`config.mk`:
```
export PLATFORM = sky130hd
export DESIGN_NAME = reply_prefix_payload_parser
export DESIGN_NICKNAME = d
export VERILOG_FILES = /design/src/hdl/rpp_pkg.sv /design/src/hdl/reply_prefix_payload_parser.sv /design/src/hdl/rpp_ctrl.sv /design/src/hdl/rpp_datapath.sv
export SDC_FILE = /design/constraint.sdc
export NUM_CORES = 1
export LEC_CHECK = 0
export BUFFER_PORTS_ARGS = -buffer_cell sky130_fd_sc_hd__buf_2
export CAP_MARGIN = 20
export CORE_ASPECT_RATIO = 1.2
export CORE_MARGIN = 3
export CORE_UTILIZATION = 40
export CTS_BUF_LIST = sky130_fd_sc_hd__clkbuf_16
export DETAILED_ROUTE_END_ITERATION = 16
export GPL_TIMING_DRIVEN = 0
export PLACE_DENSITY = 0.55
export SYNTH_ARGS = -nofsm -noshare
export SYNTH_HDL_FRONTEND = slang
export SYNTH_SLANG_ARGS = --single-unit
```
`constraint.sdc`:
```
create_clock -name clk -period 2.5 [get_ports clk]
set_input_delay 0.375 -clock clk [delete_from_list [all_inputs] [get_ports clk]]
set_output_delay 0.375 -clock clk [all_outputs]
set_load 0.02 [all_outputs]
```
`src/hdl/rpp_pkg.sv`:
```
// ============================================================================
// rpp_pkg
// Shared types, constants and helper functions for the reply prefix payload
// parser: controller states, result kinds, link states and the command and
// status bundles between controller and datapath.
// ============================================================================
package rpp_pkg;

    // Default depth of the payload buffer.
    localparam int RPP_BUFFER_DEPTH = 64;

    // Fixed reply prefix and the carriage return that ends a payload.
    localparam int          PREFIX_LEN = 13;
    localparam logic [7:0]  CR_BYTE    = 8'h0D;

    // Configuration register indexes.
    localparam logic [1:0] CFG_STATUS_LEAD = 2'd0;
    localparam logic [1:0] CFG_OPENED_CODE = 2'd1;
    localparam logic [1:0] CFG_CLOSED_CODE = 2'd2;

    // Kind of a result item.
    typedef enum logic [1:0] {
        KIND_PAYLOAD = 2'd0,
        KIND_EMPTY   = 2'd1,
        KIND_LINK    = 2'd2
    } kind_t;

    // Link state as reported on every result.
    typedef enum logic [1:0] {
        LINK_BOOTING = 2'd0,
        LINK_OPENED  = 2'd1,
        LINK_CLOSED  = 2'd2
    } link_t;

    // Controller states.
    typedef enum logic [2:0] {
        ST_SEARCH,
        ST_STATUS,
        ST_COLLECT,
        ST_READ,
        ST_PUSH
    } state_t;

    // Commands from the controller to the datapath.
    typedef struct packed {
        logic  pos_inc;
        logic  pos_clr;
        logic  len_clr;
        logic  store_wr;
        logic  rd_clr;
        logic  rd_adv;
        logic  set_open;
        logic  set_closed;
        logic  out_load;
        kind_t out_kind;
        logic  out_last;
    } rpp_cmd_t;

    // Status from the datapath to the controller.
    typedef struct packed {
        logic pfx_match;
        logic pfx_end;
        logic lead_match;
        logic open_match;
        logic close_match;
        logic is_cr;
        logic len_full;
        logic len_zero;
        logic rd_last;
        logic out_free;
    } rpp_stat_t;

    // Expected byte at a given prefix position.
    function automatic logic [7:0] prefix_byte(input logic [3:0] idx);
        logic [7:0] b;
        case (idx)
            4'd0:    b = "H";
            4'd1:    b = "T";
            4'd2:    b = "T";
            4'd3:    b = "P";
            4'd4:    b = "/";
            4'd5:    b = "1";
            4'd6:    b = ".";
            4'd7:    b = "1";
            4'd8:    b = " ";
            4'd9:    b = "2";
            4'd10:   b = "0";
            4'd11:   b = "7";
            4'd12:   b = " ";
            default: b = "H";
        endcase
        return b;
    endfunction

endpackage

```
`src/hdl/reply_prefix_payload_parser.sv`:
```
// ============================================================================
// reply_prefix_payload_parser
// Scans a received byte stream for the reply prefix, tracks link status
// codes and reads out the payload that follows the prefix.
// ============================================================================
// Usage:
//   Input channel: rx_byte with in_valid/in_stall; a transfer happens on a
//   clock edge with in_valid high and in_stall low.
//   Output channel: kind, data_byte, link_state, last with out_valid and
//   out_stall; one result per transfer, last marks the end of a run.
//   Configuration: cfg_we, cfg_index, cfg_data write the status lead byte
//   (0), opened code (1) and closed code (2); write only while idle.
// Timing:
//   Bytes are taken one per cycle unless readout runs or a stalled output
//   holds off the status or collecting state. A byte's status or empty-message
//   result shows in the next cycle. A carriage return ending a payload starts
//   a readout of buffer read, output register load per byte, input held off.
// Reset:
//   Clears the search position, the payload length, the link state
//   (booting), the configuration registers and the output valid flag.
// Stalls:
//   A stalled output holds its result; input is then held off in the
//   status and collecting states and during readout, not while searching.
// ============================================================================
module reply_prefix_payload_parser
    import rpp_pkg::*;
#(
    parameter int BUFFER_DEPTH = RPP_BUFFER_DEPTH
)
(
    input  logic       clk,
    input  logic       rst_n,
    input  logic       cfg_we,
    input  logic [1:0] cfg_index,
    input  logic [7:0] cfg_data,
    input  logic       in_valid,
    output logic       in_stall,
    input  logic [7:0] rx_byte,
    output logic       out_valid,
    input  logic       out_stall,
    output logic [1:0] kind,
    output logic [7:0] data_byte,
    output logic [1:0] link_state,
    output logic       last
);

    rpp_cmd_t  cmd;
    rpp_stat_t stat;

    // Sequencing of search, status, collection and readout.
    rpp_ctrl u_ctrl (
        .clk      (clk),
        .rst_n    (rst_n),
        .in_valid (in_valid),
        .in_stall (in_stall),
        .stat     (stat),
        .cmd      (cmd)
    );

    // Registers, payload buffer and output register.
    rpp_datapath #(
        .BUFFER_DEPTH (BUFFER_DEPTH)
    ) u_datapath (
        .clk        (clk),
        .rst_n      (rst_n),
        .cfg_we     (cfg_we),
        .cfg_index  (cfg_index),
        .cfg_data   (cfg_data),
        .rx_byte    (rx_byte),
        .out_stall  (out_stall),
        .cmd        (cmd),
        .stat       (stat),
        .out_valid  (out_valid),
        .kind       (kind),
        .data_byte  (data_byte),
        .link_state (link_state),
        .last       (last)
    );

endmodule

```
`src/hdl/rpp_ctrl.sv`:
```
// ============================================================================
// rpp_ctrl
// Controller of the reply prefix payload parser. It walks the prefix search,
// the status step, payload collection and the buffer readout, and issues
// commands to the datapath.
// ============================================================================
module rpp_ctrl
    import rpp_pkg::*;
(
    input  logic      clk,
    input  logic      rst_n,
    input  logic      in_valid,
    output logic      in_stall,
    input  rpp_stat_t stat,
    output rpp_cmd_t  cmd
);

    state_t state_reg;
    state_t state_next;
    logic   in_fire;

    // State register.
    always_ff @(posedge clk or negedge rst_n)
    begin
        if (!rst_n)
        begin
            state_reg <= ST_SEARCH;
        end
        else
        begin
            state_reg <= state_next;
        end
    end

    // Input is held off during readout, and while a result waits that could
    // not make room for another one. Searching never produces a result.
    always_comb
    begin
        case (state_reg)
            ST_SEARCH:  in_stall = 1'b0;
            ST_STATUS:  in_stall = !stat.out_free;
            ST_COLLECT: in_stall = !stat.out_free;
            default:    in_stall = 1'b1;
        endcase
    end

    assign in_fire = in_valid && !in_stall;

    // Next state and commands.
    always_comb
    begin
        state_next = state_reg;
        cmd        = '0;
        cmd.out_kind = KIND_PAYLOAD;
        case (state_reg)
            ST_SEARCH:
            begin
                if (in_fire)
                begin
                    if (stat.pfx_match)
                    begin
                        if (stat.pfx_end)
                        begin
                            cmd.pos_clr = 1'b1;
                            cmd.len_clr = 1'b1;
                            state_next  = ST_COLLECT;
                        end
                        else
                        begin
                            cmd.pos_inc = 1'b1;
                        end
                    end
                    else
                    begin
                        cmd.pos_clr = 1'b1;
                        if (stat.lead_match)
                        begin
                            state_next = ST_STATUS;
                        end
                    end
                end
            end
            ST_STATUS:
            begin
                if (in_fire)
                begin
                    if (stat.open_match)
                    begin
                        cmd.set_open = 1'b1;
                        cmd.out_load = 1'b1;
                        cmd.out_kind = KIND_LINK;
                        cmd.out_last = 1'b1;
                    end
                    else if (stat.close_match)
                    begin
                        cmd.set_closed = 1'b1;
                        cmd.out_load   = 1'b1;
                        cmd.out_kind   = KIND_LINK;
                        cmd.out_last   = 1'b1;
                    end
                    cmd.pos_clr = 1'b1;
                    cmd.len_clr = 1'b1;
                    state_next  = ST_SEARCH;
                end
            end
            ST_COLLECT:
            begin
                if (in_fire)
                begin
                    if (stat.len_full)
                    begin
                        cmd.pos_clr = 1'b1;
                        cmd.len_clr = 1'b1;
                        state_next  = ST_SEARCH;
                    end
                    else if (!stat.is_cr)
                    begin
                        cmd.store_wr = 1'b1;
                    end
                    else if (stat.len_zero)
                    begin
                        cmd.out_load = 1'b1;
                        cmd.out_kind = KIND_EMPTY;
                        cmd.out_last = 1'b1;
                        cmd.pos_clr  = 1'b1;
                        cmd.len_clr  = 1'b1;
                        state_next   = ST_SEARCH;
                    end
                    else
                    begin
                        cmd.rd_clr = 1'b1;
                        state_next = ST_READ;
                    end
                end
            end
            ST_READ:
            begin
                // The buffer read data is registered; wait in this state for it.
                state_next = ST_PUSH;
            end
            ST_PUSH:
            begin
                if (stat.out_free)
                begin
                    cmd.out_load = 1'b1;
                    cmd.out_kind = KIND_PAYLOAD;
                    cmd.out_last = stat.rd_last;
                    if (stat.rd_last)
                    begin
                        cmd.pos_clr = 1'b1;
                        cmd.len_clr = 1'b1;
                        state_next  = ST_SEARCH;
                    end
                    else
                    begin
                        cmd.rd_adv = 1'b1;
                        state_next = ST_READ;
                    end
                end
            end
            default:
            begin
                state_next = ST_SEARCH;
            end
        endcase
    end

`ifndef NO_ASSERTIONS
    // A buffer read always hands over to a push on the next cycle.
    a_read_then_push: assert property (
        @(posedge clk) disable iff (!rst_n)
        (state_reg == ST_READ) |=> (state_reg == ST_PUSH))
        else $error("readout read not followed by push");

    // Payload results are only produced from the readout push state.
    a_payload_from_push: assert property (
        @(posedge clk) disable iff (!rst_n)
        (cmd.out_load && cmd.out_kind == KIND_PAYLOAD) |-> (state_reg == ST_PUSH))
        else $error("payload result outside readout");
`endif

endmodule

```
`src/hdl/rpp_datapath.sv`:
```
// ============================================================================
// rpp_datapath
// Datapath of the reply prefix payload parser: configuration registers,
// prefix position, payload buffer memory with its length and read index,
// link state and the output register.
// ============================================================================
module rpp_datapath
    import rpp_pkg::*;
#(
    parameter int BUFFER_DEPTH = RPP_BUFFER_DEPTH
)
(
    input  logic        clk,
    input  logic        rst_n,
    input  logic        cfg_we,
    input  logic [1:0]  cfg_index,
    input  logic [7:0]  cfg_data,
    input  logic [7:0]  rx_byte,
    input  logic        out_stall,
    input  rpp_cmd_t    cmd,
    output rpp_stat_t   stat,
    output logic        out_valid,
    output logic [1:0]  kind,
    output logic [7:0]  data_byte,
    output logic [1:0]  link_state,
    output logic        last
);

    localparam int LEN_W  = $clog2(BUFFER_DEPTH + 1);
    localparam int ADDR_W = (BUFFER_DEPTH > 1) ? $clog2(BUFFER_DEPTH) : 1;

    logic [7:0]       lead_reg;
    logic [7:0]       opened_reg;
    logic [7:0]       closed_reg;
    logic [3:0]       pos_reg;
    logic [3:0]       pos_next;
    logic [LEN_W-1:0] len_reg;
    logic [LEN_W-1:0] len_next;
    logic [LEN_W-1:0] rd_idx_reg;
    logic [LEN_W-1:0] rd_idx_next;
    link_t            link_reg;
    link_t            link_next;
    logic [7:0]       rd_data_reg;
    logic [7:0]       mem [BUFFER_DEPTH];
    logic             out_valid_reg;
    kind_t            kind_reg;
    logic [7:0]       data_reg;
    link_t            link_out_reg;
    logic             last_reg;

    // Configuration registers.
    always_ff @(posedge clk or negedge rst_n)
    begin
        if (!rst_n)
        begin
            lead_reg   <= 8'h00;
            opened_reg <= 8'h00;
            closed_reg <= 8'h00;
        end
        else if (cfg_we)
        begin
            case (cfg_index)
                CFG_STATUS_LEAD: lead_reg   <= cfg_data;
                CFG_OPENED_CODE: opened_reg <= cfg_data;
                CFG_CLOSED_CODE: closed_reg <= cfg_data;
                default:         lead_reg   <= lead_reg;
            endcase
        end
    end

    // Byte compares and counter status for the controller.
    always_comb
    begin
        stat.pfx_match   = (rx_byte == prefix_byte(pos_reg));
        stat.pfx_end     = (pos_reg == 4'(PREFIX_LEN - 1));
        stat.lead_match  = (rx_byte == lead_reg);
        stat.open_match  = (rx_byte == opened_reg);
        stat.close_match = (rx_byte == closed_reg);
        stat.is_cr       = (rx_byte == CR_BYTE);
        stat.len_full    = (len_reg == LEN_W'(BUFFER_DEPTH));
        stat.len_zero    = (len_reg == '0);
        stat.rd_last     = ((rd_idx_reg + LEN_W'(1)) == len_reg);
        stat.out_free    = !out_valid_reg || !out_stall;
    end

    // Next values of the counters and the link state.
    always_comb
    begin
        pos_next = pos_reg;
        if (cmd.pos_clr)
        begin
            pos_next = 4'd0;
        end
        else if (cmd.pos_inc)
        begin
            pos_next = pos_reg + 4'd1;
        end

        len_next = len_reg;
        if (cmd.len_clr)
        begin
            len_next = '0;
        end
        else if (cmd.store_wr)
        begin
            len_next = len_reg + LEN_W'(1);
        end

        rd_idx_next = rd_idx_reg;
        if (cmd.rd_clr)
        begin
            rd_idx_next = '0;
        end
        else if (cmd.rd_adv)
        begin
            rd_idx_next = rd_idx_reg + LEN_W'(1);
        end

        link_next = link_reg;
        if (cmd.set_open)
        begin
            link_next = LINK_OPENED;
        end
        else if (cmd.set_closed)
        begin
            link_next = LINK_CLOSED;
        end
    end

    // Control counters and link state.
    always_ff @(posedge clk or negedge rst_n)
    begin
        if (!rst_n)
        begin
            pos_reg    <= 4'd0;
            len_reg    <= '0;
            rd_idx_reg <= '0;
            link_reg   <= LINK_BOOTING;
        end
        else
        begin
            pos_reg    <= pos_next;
            len_reg    <= len_next;
            rd_idx_reg <= rd_idx_next;
            link_reg   <= link_next;
        end
    end

    // Payload buffer: one write port, one registered read port.
    always_ff @(posedge clk)
    begin
        if (cmd.store_wr)
        begin
            mem[len_reg[ADDR_W-1:0]] <= rx_byte;
        end
        rd_data_reg <= mem[rd_idx_reg[ADDR_W-1:0]];
    end

    // Output valid flag.
    always_ff @(posedge clk or negedge rst_n)
    begin
        if (!rst_n)
        begin
            out_valid_reg <= 1'b0;
        end
        else if (cmd.out_load)
        begin
            out_valid_reg <= 1'b1;
        end
        else if (!out_stall)
        begin
            out_valid_reg <= 1'b0;
        end
    end

    // Output payload; the link state shown is the value after this item.
    always_ff @(posedge clk)
    begin
        if (cmd.out_load)
        begin
            kind_reg     <= cmd.out_kind;
            data_reg     <= (cmd.out_kind == KIND_PAYLOAD) ? rd_data_reg : 8'h00;
            link_out_reg <= link_next;
            last_reg     <= cmd.out_last;
        end
    end

    assign out_valid  = out_valid_reg;
    assign kind       = kind_reg;
    assign data_byte  = data_reg;
    assign link_state = link_out_reg;
    assign last       = last_reg;

`ifndef NO_ASSERTIONS
    // The payload length never runs past the buffer depth.
    a_len_bound: assert property (
        @(posedge clk) disable iff (!rst_n)
        len_reg <= LEN_W'(BUFFER_DEPTH))
        else $error("payload length beyond buffer depth");

    // A result is only loaded when the output register has room.
    a_load_room: assert property (
        @(posedge clk) disable iff (!rst_n)
        cmd.out_load |-> stat.out_free)
        else $error("output register overwritten");

    // The buffer is never written when full.
    a_no_write_full: assert property (
        @(posedge clk) disable iff (!rst_n)
        cmd.store_wr |-> !stat.len_full)
        else $error("write into full buffer");

    // Readout never advances past the stored length.
    a_rd_in_range: assert property (
        @(posedge clk) disable iff (!rst_n)
        cmd.rd_adv |-> !stat.rd_last)
        else $error("readout past payload end");
`endif

endmodule

```
Yosys cells after proc, flatten, opt, wreduce, memory -nomap -nowiden
Memory sizes are Yosys's and may differ from the RTL's. A register that Yosys moved wholly into a read port is not among the register bits.
Index checks and enable logic that the tools add are counted.
Storage, ports and cells
  bits in writable memories: 512
  logic and storage cells: 118
  memories: 2
  bits in registers: 61
  output and inout port bits: 15
  memory bits (read-only): 112
  input bits: 23
Operators by class
  mux-type cells: 60
  reductions and logical operators: 18
  add/subtract/negate cells: 3
  equality and inequality tests: 22
Memory list
  u_datapath.mem: words 64, width 8, read ports 1, clocked after memory_dff 1, write ports 1, line rpp_datapath.sv:44  | logic [7:0] mem [BUFFER_DEPTH];
  (name not given): words 16, width 7, read ports 1, clocked after memory_dff 0, write ports 0, line rpp_pkg.sv:76  | case (idx)
Operators by type and width (number)
  4-bit 2-to-1 mux: 9
  8-bit == test: 4
  3-bit 2-to-1 mux: 10
  2-bit 2-to-1 mux: 14
  7-bit 2-to-1 mux: 4
  1-bit 2-to-1 mux: 17
  3-bit case mux with 5 select lines: 1
  7-bit by 1-bit adder with 7-bit output (second input constant): 2
  4-bit case mux with 3 select lines: 1
  2-bit by 1-bit != test with 1-bit output (second input constant): 5
  8-bit by 4-bit == test with 1-bit output (second input constant): 1
  2-bit case mux with 4 select lines: 1
  7-bit == test: 1
  7-bit == test (second input constant): 1
  7-bit zero test: 1
  7-bit AND reduction: 1
  3-bit by 2-bit == test with 1-bit output (second input constant): 2
  6-bit 2-to-1 mux: 1
  3-bit != test (second input constant): 2
  2-bit AND reduction: 3
  2-bit nonzero test: 3
  5-bit 2-to-1 mux: 1
  4-bit by 1-bit adder with 4-bit output (second input constant): 1
  4-bit == test (second input constant): 1
  other kinds (12): 16

Logic depth before layout (Yosys ltp)
Gate-level depths: netlist (run 1).
  depth after elaboration: 10
  depth in mapped cells: 10
  depth with buffers taken out: 8

Hierarchy
From an unflattened synthesis (run 1), not the netlist that was laid out.
Second synthesis, totals
  cell total of the unflattened synthesis: 1239
  area total of the unflattened synthesis: 23630.2 sq um
By module, submodules not included
  rpp_datapath: area each 23148.5 sq um, cells each 1174, times used 1, seq. area each 17051.4 sq um
  rpp_ctrl: area each 481.7 sq um, cells each 65, times used 1, seq. area each 75.1 sq um

Least setup slack after synthesis (run 1)
OpenSTA, ideal clock, no wires.
  path type: flip-flop to flip-flop
  start point: register u_datapath.len_reg[0]
  end point: memory u_datapath.mem[13][0] (enable)
  clock period less this slack: 2.515 ns
  data required time: 2.130 ns
  arrival time: 2.145 ns
  buffers on the path: 1
  slack: -0.015 ns
  cell stages (with the launch flop): 9
  library setup time: 0.370 ns
  path through: dfrtp_1 > clkbuf_1 > inv_1 > ha_1 > nand2b_1 > nor3_2 > nor3_2 > nand4_1 > nor2_1
On the way
  longest elaborated chain between the ends: 6
Ends and longest elaborated chain
  start: declaration: line rpp_datapath.sv:37  | logic [LEN_W-1:0] len_reg;
  start signal: assignment: line rpp_datapath.sv:143  | len_reg <= len_next;
  7-bit == test: line rpp_datapath.sv:80  | stat.len_full = (len_reg == LEN_W'(BUFFER_DEPTH));
  2-bit 2-to-1 mux: line rpp_ctrl.sv:110  | if (stat.len_full)
  4-bit 2-to-1 mux: line rpp_ctrl.sv:108  | if (in_fire)
  2-bit 2-to-1 mux: line rpp_ctrl.sv:55  | case (state_reg)
  1-bit 2-to-1 mux: line rpp_datapath.sv:152  | if (cmd.store_wr)
  1-bit 2-to-1 mux (implied by the code): line rpp_datapath.sv:154  | mem[len_reg[ADDR_W-1:0]] <= rx_byte;
  end: declaration: line rpp_datapath.sv:44
Parallel ways exist; a longest one is shown, timed or not.

Worst setup path in the final report (run 1)
  start point: register u_datapath.len_reg[5]
  end point: memory u_datapath.mem[56][1] (enable)
The elaborated chain is that of the path after synthesis.

==> results.sh, run 1 <==
export IMPL_outcome="finished, final reports clean"
export IMPL_synth_edf_count=525
export IMPL_holdPathStages=2
export IMPL_dieArea_um2=62000
export IMPL_largest_reg_flops=512
export IMPL_crit_fanout=10
export IMPL_wl_um=57800
export IMPL_grt_max_degree=66
export IMPL_worstReg2RegStart="u_datapath.len_reg[5]"
export IMPL_cts_sinks=581
export IMPL_cts_root_buffer="clkbuf_16"
export IMPL_wl_per_cell_um=24.6
export IMPL_layout_commonest_cell="edfxtp_1"
export IMPL_grt_first_pass_wirelength_um=86400
export IMPL_num_vias=12885
export IMPL_end_kind="register"
export IMPL_start_util_pct=40.9
export IMPL_reg2reg_depth=8
export IMPL_cts_tree="yes"
export IMPL_drc_errors=0
export IMPL_cts_buffers=56
export IMPL_drt_iter0_markers=1046
export IMPL_synth_cells=1369
export IMPL_hpwl_um=38500
export IMPL_ys_seq_area_share_pct=72.6
export IMPL_nets=1547
export IMPL_htree_levels=2
export IMPL_synthFlopType="edfxtp_1"
export IMPL_finClkSkew_ps=19.5
export IMPL_via_per_inst=5.49
export IMPL_power_density_nw_per_um2=779
export IMPL_grt_pass1_vias=13318
export IMPL_core_area_um2=57800
export IMPL_post_route_period_util_pct=98.1
export IMPL_drtAntennaViolNets=0
export IMPL_max_vdd_ir_drop_mv=0.411
export IMPL_avgSynthCellArea_um2=17.2
export IMPL_cp_required_ps=2800
export IMPL_syn_area_um2=23600
export IMPL_setup_violations=0
export IMPL_synth_nets=1399
export IMPL_drv_slew=0
export IMPL_crit_path_start_kind="register"
export IMPL_min_from="cfg_data[0]"
export IMPL_yosysUniqueCellTypes=64
export IMPL_design_area_um2=28300
export IMPL_holdPathEnd="u_datapath.opened_reg[0]"
export IMPL_holdWs_ps=38.0
export IMPL_overflow=0
export IMPL_setup_slack_ps=48.7
export IMPL_clk_pin_slew_ps=60
export IMPL_track_usage_pct=18.7
export IMPL_ys_warn_count=0
export IMPL_drive_gt1_share_pct=28.5
export IMPL_dpl_cell_area_um2=24900
export IMPL_rsz0062_at_grt="yes"
export IMPL_final_cell_mix="525 x edfxtp_1, 104 x mux2i_1, 80 x mux4_2, 59 x nor2_4, 57 x clkbuf_16"
export IMPL_dr_pass1_iters=7
export IMPL_min_period_ps=2450
export IMPL_r2r_setup_slack_ps=50
export IMPL_die_x_um=228
export IMPL_async_flop_share_pct=8.26
export IMPL_antenna_found_initial=1
export IMPL_hold_violations=0
export IMPL_ys_ff_latch=581
export IMPL_max_freq_ghz=0.408
export IMPL_pre_cts_ws_ps=-2270
export IMPL_drv_cap=0
export IMPL_p_leak_nw=9.31
export IMPL_tightest_slew_ps=1160
export IMPL_maxSlewHeadroom_pct=22.2
export IMPL_area_growth_pct=19.9
export IMPL_clockBufferDepth=3
export IMPL_critPathKind="reg -> reg"
export IMPL_routabilityCongestion=0.849
export IMPL_r2r_end="u_datapath.mem[56][1]"
export IMPL_fp_row_count=96
export IMPL_io_buffers=37
export IMPL_dieHeight_um=272
export IMPL_arrival_ps=2750
export IMPL_pin_count=38
export IMPL_hold_path_class="in -> reg"
export IMPL_clock_latency_ps=620
-- kinds of logic (layout without fill, tap and decap cells) --
kind of cell | after synthesis | after routing | synth area share (%)
AO/OA/AOI/OAI | 157 | 157 | 4.77
XOR/XNOR | 39 | 39 | 1.45
adder cells (fa/ha/maj) | 7 | 7 | 0.371
buffers and inverters | 94 | 284 | 1.81
flip-flops | 581 | 581 | 72.6
multiplexers | 208 | 208 | 13.2
other | 0 | 1 | 0
AND/OR/NAND/NOR | 283 | 284 | 5.86
-- area by class of cell --
class | instances | area (um2)
multi-input combinational | 695 | 6770
inverter | 13 | 48.8
tap | 784 | 981
sequential | 581 | 17100
clock inverter | 44 | 332
timing repair buffer | 100 | 1120
antenna | 1 | 2.50
fill | 4806 | 29500
buffer | 70 | 474
clock buffer | 57 | 1430
-- Yosys cell counts (3+ instances only) --
master	instances	area share (%)
edfxtp_1	525	67
mux2i_1	104	4.4
nor2_1	104	1.7
mux4_2	80	7.6
nand2_1	58	0.92
o221ai_1	57	2.1
dfrtp_1	48	5.1
o22ai_1	41	1.1
clkbuf_1	38	0.60
a21oi_1	31	0.66
mux2_2	24	1.1
nor3_1	23	0.49
xnor2_1	23	0.85
nand3_1	22	0.47
buf_2	20	0.42
xor2_1	16	0.59
inv_1	13	0.21
buf_1	12	0.19
and2_1	11	0.29
nand4_1	11	0.29
buf_4	9	0.29
dfxtp_1	8	0.68
ha_1	7	0.37
o21ai_0	7	0.15
nand2b_1	5	0.13
nand3b_1	5	0.16
nor3b_1	5	0.16
and3b_1	3	0.11
nor2b_1	3	0.080
nor3_2	3	0.13
o21a_1	3	0.095
or2_2	3	0.080
or3_1	3	0.080
or4_1	3	0.095
-- how the worst max path moves through the flow --
stage | from | end | slack [ps] | cells past startpoint
floorplan | u_datapath.len_reg[0] | u_datapath.mem[13][0] | -20 | 8
global placement | rx_byte[1] | u_datapath.mem[13][1] | -2220 | 6
detailed placement | rx_byte[6] | u_datapath.mem[5][0] | -2270 | 7
CTS | u_datapath.len_reg[5] | u_datapath.mem[45][5] | 1 | 9
global route | u_datapath.rd_idx_reg[1] | u_datapath.rd_data_reg[3] | -40 | 9
finish | u_datapath.len_reg[5] | u_datapath.mem[56][1] | 50 | 8
-- report_power, final --
group	total, W	internal (W)	switching [W]
combinational	0.00302	0.00129	0.00173
clock	0.00818	0.00463	0.00356
sequential	0.0108	0.0107	0.0000894
total	0.0220	0.0167	0.00537
-- critical path: stages (launching register included) --
cell and delay, ps:
dfrtp_1 370, buf_4 180, or3_1 390, buf_12 150
nor3_4 270, nor4_4 80, buf_4 200, nand2_4 330
nor2_4 150
-- metal layers --
layer	GRT usage, %	routed length (um)
met5	0	0
met4	6.39	1920
met3	2.85	2960
met2	31.4	28400
met1	25.0	24500
-- repair_timing --
| item | in CTS | in global routing |
|---|---|---|
| gates cloned | 1 | 0 |
| setup endpoints to repair | 558 | 536 |
| buffers inserted | 38 | 15 |
| hold endpoints to repair | 27 | 0 |
| pin swaps | 33 | 6 |
| hold buffers | 1 | 0 |
| gates resized for setup | 211 | 41 |
-- through the flow --
step           utilization [%]  power, W  instances  setup TNS, ps
2_1_floorplan                -    0.0129       1369          -2470
3_3_place_gp              42.9    0.0138       2190       -1079380
3_5_place_dp              43.2    0.0139       2199       -1066900
4_1_cts                   48.4    0.0222       2332              0
5_1_grt                   49.0    0.0229       2344          -77.7
6_report                  49.0    0.0220       2345              0
Note: power is estimated with default switching activity, not from simulation.
==> run 2, diff against run 1 <==
Settings changed: ABC_AREA set to 1.
==> run 2 against run 1 <==
Critical path depth increased by 4. Largest cell class unchanged. Worst hold slack gained 27 ps. Maximum frequency decreased by 0.44%. Worst setup slack worse by 11 ps. Sequential cell count unchanged. Area after synthesis is 2.7% higher. First-iteration DRC count grew 41%. Global-route usage grew 4.7 points.
==> results.sh, run 2 <==
export IMPL_syn_area_um2=24200
export IMPL_area_growth_pct=20.8
export IMPL_drt_iter0_markers=1473
export IMPL_nFillCells=5277
export IMPL_design_area_um2=29300
export IMPL_p_comb_share_pct=37.5
export IMPL_ys_ff_latch=581
export IMPL_synth_common_cells="525 x edfxtp_1, 407 x nand2_1, 232 x nor2_1"
export IMPL_synth_nets=2029
export IMPL_grt_pass1_vias=16142
export IMPL_clockBufferDepth=3
export IMPL_hold_violations=0
export IMPL_routabilityCongestion=0.894
export IMPL_p_clk_share_pct=26.7
export IMPL_layout_commonest_cell="edfxtp_1"
export IMPL_switchingPower_w=0.0124
export IMPL_grt_max_degree=66
export IMPL_synthFlopType="edfxtp_1"
export IMPL_die_x_um=231
export IMPL_min_from="cfg_data[1]"
export IMPL_final_cell_mix="525 x edfxtp_1, 407 x nand2_1, 172 x o21ai_0, 167 x nor2_1, 86 x a21oi_1"
export IMPL_min_period_ps=2460
export IMPL_p_leak_nw=10.6
export IMPL_critPathKind="reg -> reg"
export IMPL_max_vdd_ir_drop_mv=0.607
export IMPL_via_per_inst=5.40
export IMPL_ys_seq_area_share_pct=70.7
export IMPL_max_freq_ghz=0.406
export IMPL_avgSynthCellArea_um2=12.1
export IMPL_stdcell_count=3017
export IMPL_power_density_nw_per_um2=1080
export IMPL_cts_root_buffer="clkbuf_16"
export IMPL_pwr_share_seq_pct=35.8
export IMPL_outcome="finished, final reports clean"
export IMPL_worstSetupStartpoint="u_datapath.rd_idx_reg[0]"
export IMPL_hpwl_um=51500
export IMPL_worstReg2RegStart="u_datapath.rd_idx_reg[0]"
export IMPL_setup_slack_ps=37.8
export IMPL_cts_sinks=581
export IMPL_post_route_period_util_pct=98.5
export IMPL_pin_count=38
export IMPL_core_area_um2=59700
export IMPL_grt_first_pass_wirelength_um=108000
export IMPL_clock_latency_ps=620
export IMPL_async_flop_share_pct=8.26
export IMPL_ys_warn_count=0
export IMPL_hold_path_class="in -> reg"
export IMPL_track_usage_pct=23.4
export IMPL_dieHeight_um=276
export IMPL_synth_edf_count=525
export IMPL_diodes=0
export IMPL_fin_total_pwr_w=0.0316
export IMPL_synth_top_area_share_pct=65.1
export IMPL_drv_cap=0
export IMPL_crit_path_start_kind="register"
export IMPL_cts_buffers=58
export IMPL_rsz0062_at_grt="no"
export IMPL_p_int_w=0.0192
export IMPL_place_inst=2845
export IMPL_io_buffers=37
export IMPL_drc_errors=0
export IMPL_num_vias=16280
export IMPL_drive_gt1_share_pct=18.3
export IMPL_wl_um=74200
export IMPL_dr_pass1_iters=5
export IMPL_setup_violations=0
export IMPL_synth_top_area_cell="edfxtp_1"
export IMPL_htree_levels=2
export IMPL_fin_util_pct=49.0
export IMPL_crit_fanout=10
export IMPL_drv_slew=0
export IMPL_cts_tree="yes"
export IMPL_nets=2199
export IMPL_dieArea_um2=63600
export IMPL_synth_cells=1999
export IMPL_arrival_ps=2990
export IMPL_finClkSkew_ps=12.6
export IMPL_wl_per_cell_um=24.6
export IMPL_yosysUniqueCellTypes=41
export IMPL_pre_cts_ws_ps=-1570
export IMPL_tightest_slew_ps=1110
export IMPL_synthTopCellsByArea="edfxtp_1 65%, nand2_1 6.3%, dfrtp_1 5.0%"
export IMPL_fp_row_count=98
export IMPL_clk_pin_slew_ps=60
export IMPL_overflow=0
export IMPL_drtAntennaViolNets=0
export IMPL_maxSlewHeadroom_pct=25.9
export IMPL_switching_share_pct=39.4
export IMPL_dpl_cell_area_um2=25600
export IMPL_antenna_found_initial=1
export IMPL_yosysMostFrequentCell="edfxtp_1"
export IMPL_end_kind="register"
export IMPL_largest_reg_flops=512
export IMPL_cp_required_ps=3030
export IMPL_start_util_pct=40.6
-- run 2: cell count changes after synthesis, moves of 24 or more --
| cell | delta |
|---|---|
| o221ai_1 | -57 |
| nand3_1 | +26 |
| o22ai_1 | +27 |
| nor2_1 | +128 |
| clkbuf_1 | +25 |
| mux4_2 | -80 |
| o21ai_0 | +168 |
| mux2i_1 | -40 |
| nand2_1 | +349 |
| inv_1 | +46 |
| o211ai_1 | +50 |
| a21oi_1 | +57 |
| mux2_2 | -24 |
-- run 2: cells by family after synthesis --
| group | Yosys count | synth area share [%] |
|---|---|---|
| AOI/OAI and AO/OA | 407 | 9.46 |
| xor gates and xnor gates | 27 | 0.976 |
| adders and majority gates | 7 | 0.361 |
| buffers and inverters | 181 | 3.16 |
| DFF | 581 | 70.7 |
| muxes | 64 | 2.64 |
| and+or+nand+nor | 732 | 12.7 |
-- run 2: worst paths after layout --
kind                       cells past startpoint                   endpoint  slack, ps
max reg2reg                                   12  u_datapath.rd_data_reg[0]         40
max in group asynchronous                      3      u_datapath.len_reg[1]       1650
max                                           12  u_datapath.rd_data_reg[0]         40
min in group asynchronous                      2   u_datapath.opened_reg[2]        280
min                                            3   u_datapath.opened_reg[1]         70
min reg2reg                                    2     u_datapath.link_reg[0]        500
-- run 2: power by group through the flow --
stage	clock, W	combinational, W	sequential (W)
final	0.00844	0.0118	0.0113
after global routing	0.00894	0.0127	0.0113
after CTS	0.00856	0.0115	0.0113
after detailed placement	0	0.0109	0.0115
after global placement	0	0.0108	0.0115
after floorplan	0	0.00635	0.0115
-- run 2: routing by layer --
layer	vias up	global-route usage, %	part of all wire (%)	routed length (um)
li1	7500	-	-	-
met1	8119	29.2	40	29500
met2	516	41.6	51	37700
met3	145	3.22	5.5	4070
met4	0	8.60	3.9	2930
met5	-	0	0	0
-- run 2: cell type report --
type / count / area (um2) / share of cell area (%)
plain buffers: 104 / 597 / 2.04
inverters: 72 / 278 / 0.949
flip-flops and latches: 581 / 17100 / 58.5
repair buffers: 115 / 1460 / 5.00
well taps: 800 / 1000 / 3.42
multi-input cells: 1237 / 6970 / 23.8
clock inverters: 50 / 379 / 1.30
clock buffers: 58 / 1450 / 4.96
-- run 2: critical path, stage by stage (launching register included) --
cell and delay, ps:
dfrtp_1 370, buf_6 190, buf_6 220, buf_6 180, buf_4 270, nor2_1 80
o22ai_1 250, nand2_1 160, o211ai_1 190, nand3_1 110, o21ai_1 110, nand2_1 60
nand2_1 150
-- run 2: timing repair --
action / CTS / global route
hold buffers: 1 / 0
endpoints found under the setup margin: 534 / 468
gates cloned: 0 / 0
resized for setup: 196 / 52
setup buffers: 61 / 7
hold endpoints to repair: 24 / 0
pin swaps: 48 / 7
-- run 2: stage by stage --
step                setup TNS (ps)  hold WS, ps
CTS                              0         31.6
global placement           -909290          448
floorplan                        0         79.4
global route                     0         77.3
detailed placement         -767700          408
finish                           0         65.4
